--- config.mk ---
export PLATFORM = sky130hd
export DESIGN_NAME = psc_controller
export DESIGN_NICKNAME = d
export VERILOG_FILES = /design/src/rtl/core/psc_pkg.sv /design/src/rtl/core/psc_controller.sv
export SDC_FILE = /design/constraint.sdc
export NUM_CORES = 1
export LEC_CHECK = 0
export ABC_AREA = 0
export BUFFER_PORTS_ARGS = -buffer_cell sky130_fd_sc_hd__buf_2
export CAP_MARGIN = 25
export CORE_AREA = 2 2 39 41
export CTS_CLUSTER_DIAMETER = 60
export DETAILED_ROUTE_END_ITERATION = 6
export DIE_AREA = 0 0 41 43
export PLACE_DENSITY_LB_ADDON = 0.08
export SLEW_MARGIN = 0
export SYNTH_ARGS = -nofsm -noshare
export SYNTH_HDL_FRONTEND = slang
export SYNTH_SLANG_ARGS = --single-unit
--- constraint.sdc ---
create_clock -name clock -period 3 [get_ports clock]
set_clock_uncertainty 0.1 [all_clocks]
set_input_delay 0.6 -clock clock [delete_from_list [all_inputs] [get_ports clock]]
set_output_delay 0.6 -clock clock [all_outputs]
set_load 0.02 [all_outputs]
--- src/rtl/core/psc_pkg.sv ---
// Package for the prime sieve counter: field widths, controller states and
// the command/status structs between controller and datapath. No dependencies.
package psc_pkg;

   localparam int unsigned LIMIT_W = 16;
   localparam int unsigned COUNT_W = 16;
   localparam int unsigned JUMP_W  = LIMIT_W + 1;
   localparam int unsigned SQ_W    = LIMIT_W + 2;

   typedef enum logic [2:0] {
      ST_IDLE,
      ST_FILL,
      ST_READ,
      ST_CHECK,
      ST_CROSS,
      ST_DONE
   } state_type;

   typedef struct packed {
      logic start;
      logic fill_wr;
      logic rd_first;
      logic advance;
      logic cross_load;
      logic cross_wr;
      logic count_inc;
      logic out_load;
   } cmd_type;

   typedef struct packed {
      logic limit_small;
      logic fill_last;
      logic mark;
      logic sq_in_range;
      logic i_last;
      logic j_in_range;
      logic out_free;
   } status_type;

endpackage

--- src/rtl/core/psc_controller.sv ---
// Sieve sequencer: fill, scan and crossing-off phases, result hand-off.
// Depends on psc_pkg.
module psc_controller
   import psc_pkg::*;
(
   input  logic       clock,
   input  logic       reset,
   input  logic       req_valid,
   output logic       req_stall,
   output cmd_type    cmd,
   input  status_type status
);

   state_type state_ff, state_in;

   always_ff @(posedge clock) begin
      if (reset) begin
         state_ff <= ST_IDLE;
      end else begin
         state_ff <= state_in;
      end
   end

   always_comb begin
      state_in  = state_ff;
      cmd       = '0;
      req_stall = (state_ff != ST_IDLE);

      unique case (state_ff)
         ST_IDLE: begin
            if (req_valid) begin
               cmd.start = 1'b1;
               state_in  = ST_FILL;
            end
         end
         ST_FILL: begin
            if (status.limit_small) begin
               state_in = ST_DONE;
            end else begin
               cmd.fill_wr = 1'b1;
               if (status.fill_last) begin
                  state_in = ST_READ;
               end
            end
         end
         ST_READ: begin
            cmd.rd_first = 1'b1;
            state_in     = ST_CHECK;
         end
         ST_CHECK: begin
            cmd.count_inc = status.mark;
            if (status.mark && status.sq_in_range) begin
               // next candidate is prefetched; crossings start past it
               cmd.cross_load = 1'b1;
               cmd.advance    = 1'b1;
               state_in       = ST_CROSS;
            end else if (status.i_last) begin
               state_in = ST_DONE;
            end else begin
               cmd.advance = 1'b1;
            end
         end
         ST_CROSS: begin
            if (status.j_in_range) begin
               cmd.cross_wr = 1'b1;
            end else begin
               state_in = ST_CHECK;
            end
         end
         ST_DONE: begin
            if (status.out_free) begin
               cmd.out_load = 1'b1;
               state_in     = ST_IDLE;
            end
         end
         default: begin
            state_in = ST_IDLE;
         end
      endcase
   end

endmodule

==> results.cfg <==
[outcome]
status = finished clean

[synth]
yosysWarnings = 0
syn-instance-count = 43
ys_seq_elements = 3
yosysUniqueCellTypes = 21
synth_area_um2 = 302.8
synth_fp_nets = 53
synth.avg_cell_area_um2 = 7.042
seq_area_frac_synth_pct = 19.83

[cells_and_area]
layout_common_cells = buf_2, nor2_1, a21oi_1
nets = 73
fin_util_pct = 30.20
fin_area_um2 = 417.9
top_regs = state_ff x3
largest_register_ffs = 3
antenna_cells = 0
mostFrequentLayoutCell = buf_2
area_delta_synth_final_pct = 38.02
top_register = state_ff
drive_gt1_share_pct = 37.10
layoutNonFillerInstCount = 78

[clocking]
cts_tree = built
clk_transition_reported_paths_ps = 40
clk_latency_ps = 230
cts-buffers-inserted = 3
clockBufferDepth = 2
cts_resized = 0
cts_root_buf = clkbuf_4
h-tree-depth = 1
cts_setup_buffers = 0
ctsHoldBuffers = 0
cts_sinks = 3

[worst_setup_path]
crit_slowest_cell = dfxtp_1
critPathTopFamily = flip-flops
worstPathCellList = nor2b_1 > nand2_1 > a21oi_1 > buf_2
path_buf_inv = 1
cp_max_fo = 14
end_kind = primary output
setup.worst_path.start_class = flop
cpPeakStageDelay_ps = 540
critical_path_required_ps = 2300
worst-setup-path-type = flop to primary output
cp.arrival_ps = 1420

[floorplan]
die_w_um = 41
start_util_pct = 21.88
ioPinCount = 19
design.core.area_um2 = 1384
rows = 14
die_h_um = 43
die_area_um2 = 1763

[global_route]
grt_pass1_wl_mm = 1.331
grt_pass1_vias = 327
grt_overflow_total = 0
grt_max_degree = 15
groute.usage.overall_pct = 11.03
antenna_found_initial = 0

[placed_design]
placed_cells = 74
dpl_cell_area_um2 = 391.6
io_buffers = 18
gp_congestion = 0.6785
hpwl_um = 597.1

[power_and_ir_drop]
power_density_nw_per_um2 = 548.7
peakVddDrop_mv = 0.2896
p_leak_nw = 0.1979
total_power_uw = 229.3

[route]
drtAntennaViolNets = 0
vias = 355
vias_per_cell = 4.551
wl_per_cell_um = 10.13
drt_first_pass_iters = 3
first_iter_violations = 6
totalWireLength_um = 790
drc_errors = 0

[timing]
timing.fmax_mhz = 472.2
finalHoldViolations = 0
slew_viol_final = 0
worst_pin_slew_ps = 381.8
setup_viol = 0
finalCriticalPeriod_ps = 2118
rsz0062_at_grt = no
slew_headroom_pct = 74.51
fin_crit_sh_pct = 70.60
tns_ps = 0

[worst_hold_path]
hold_class = primary input to flop

[flow_run]
maxCapViolCount = 0
path summary, 6_finish.rpt:
path               startpoint          end  slack, ps  cells after the start
setup / recovery  state_ff[0]       cmd[4]        880                      4
hold / removal          reset  state_ff[0]        470                      2
setup reg to reg  state_ff[2]  state_ff[0]       1430                      4
hold reg to reg   state_ff[0]  state_ff[0]        610                      2
synth_stat cells:
master / instances / share of area [%]
a21oi_1: 6 / 9.9
nand2b_1: 1 / 2.1
a311oi_1: 1 / 2.9
dfxtp_1: 3 / 20
o21ai_2: 1 / 2.9
or3b_1: 3 / 8.7
nor2b_1: 1 / 2.1
a311oi_2: 1 / 5.0
buf_2: 2 / 3.3
o21bai_1: 1 / 2.5
a22oi_1: 1 / 2.5
nor3b_1: 3 / 7.4
a21o_1: 1 / 2.5
and3_1: 1 / 2.1
o21ai_0: 1 / 1.7
nor2_1: 9 / 11
nand2_1: 3 / 3.7
buf_6: 1 / 3.7
inv_1: 1 / 1.2
or3_1: 1 / 2.1
nor4b_1: 1 / 2.9
through the flow:
stage | hold slack [ps] | worst slack [ps]
6_report | 469.4 | 882.1
5_1_grt | 471.4 | 752.1
4_1_cts | 455.6 | 857.2
3_5_place_dp | 611.7 | 1129
3_3_place_gp | 603.3 | 1126
2_1_floorplan | 471.0 | 961.0
worst reg2reg max path: stages (launching register included):
cell and delay [ps]:
dfxtp_1 520, nand2b_1 140, or3b_1 430, a21oi_1 190
a311oi_2 60
cells by family (layout without fill, tap and decap cells):
kind of cell	Yosys count	count (layout)	synth area share (%)
buffers and inverters	4	23	8.263
and+or+nand+nor	23	23	42.15
AOI/OAI and AO/OA	13	13	29.75
DFF	3	3	19.84
power breakdown:
group	switching (mW)	leakage [nW]	total, mW	internal, mW
Clock	0.0205	0.0150	0.0703	0.0498
Combinational	0.0503	0.158	0.0920	0.0417
Sequential	0.0200	0.0247	0.0669	0.0470
routing by layer:
layer	global-route usage, %	share of wire, %
met2	15.31	39
met1	14.74	52
met4	4.000	0
met3	4.712	9.0
met5	0	0
layout make-up:
type	count	area [µm²]
sequential	3	60.06
fill	170	965.9
multi-input combinational	36	217.7
tap	16	20.02
inverter	1	3.754
timing repair buffer	18	90.09
clock buffer	4	26.28
Power figures use the tool's default switching activity.
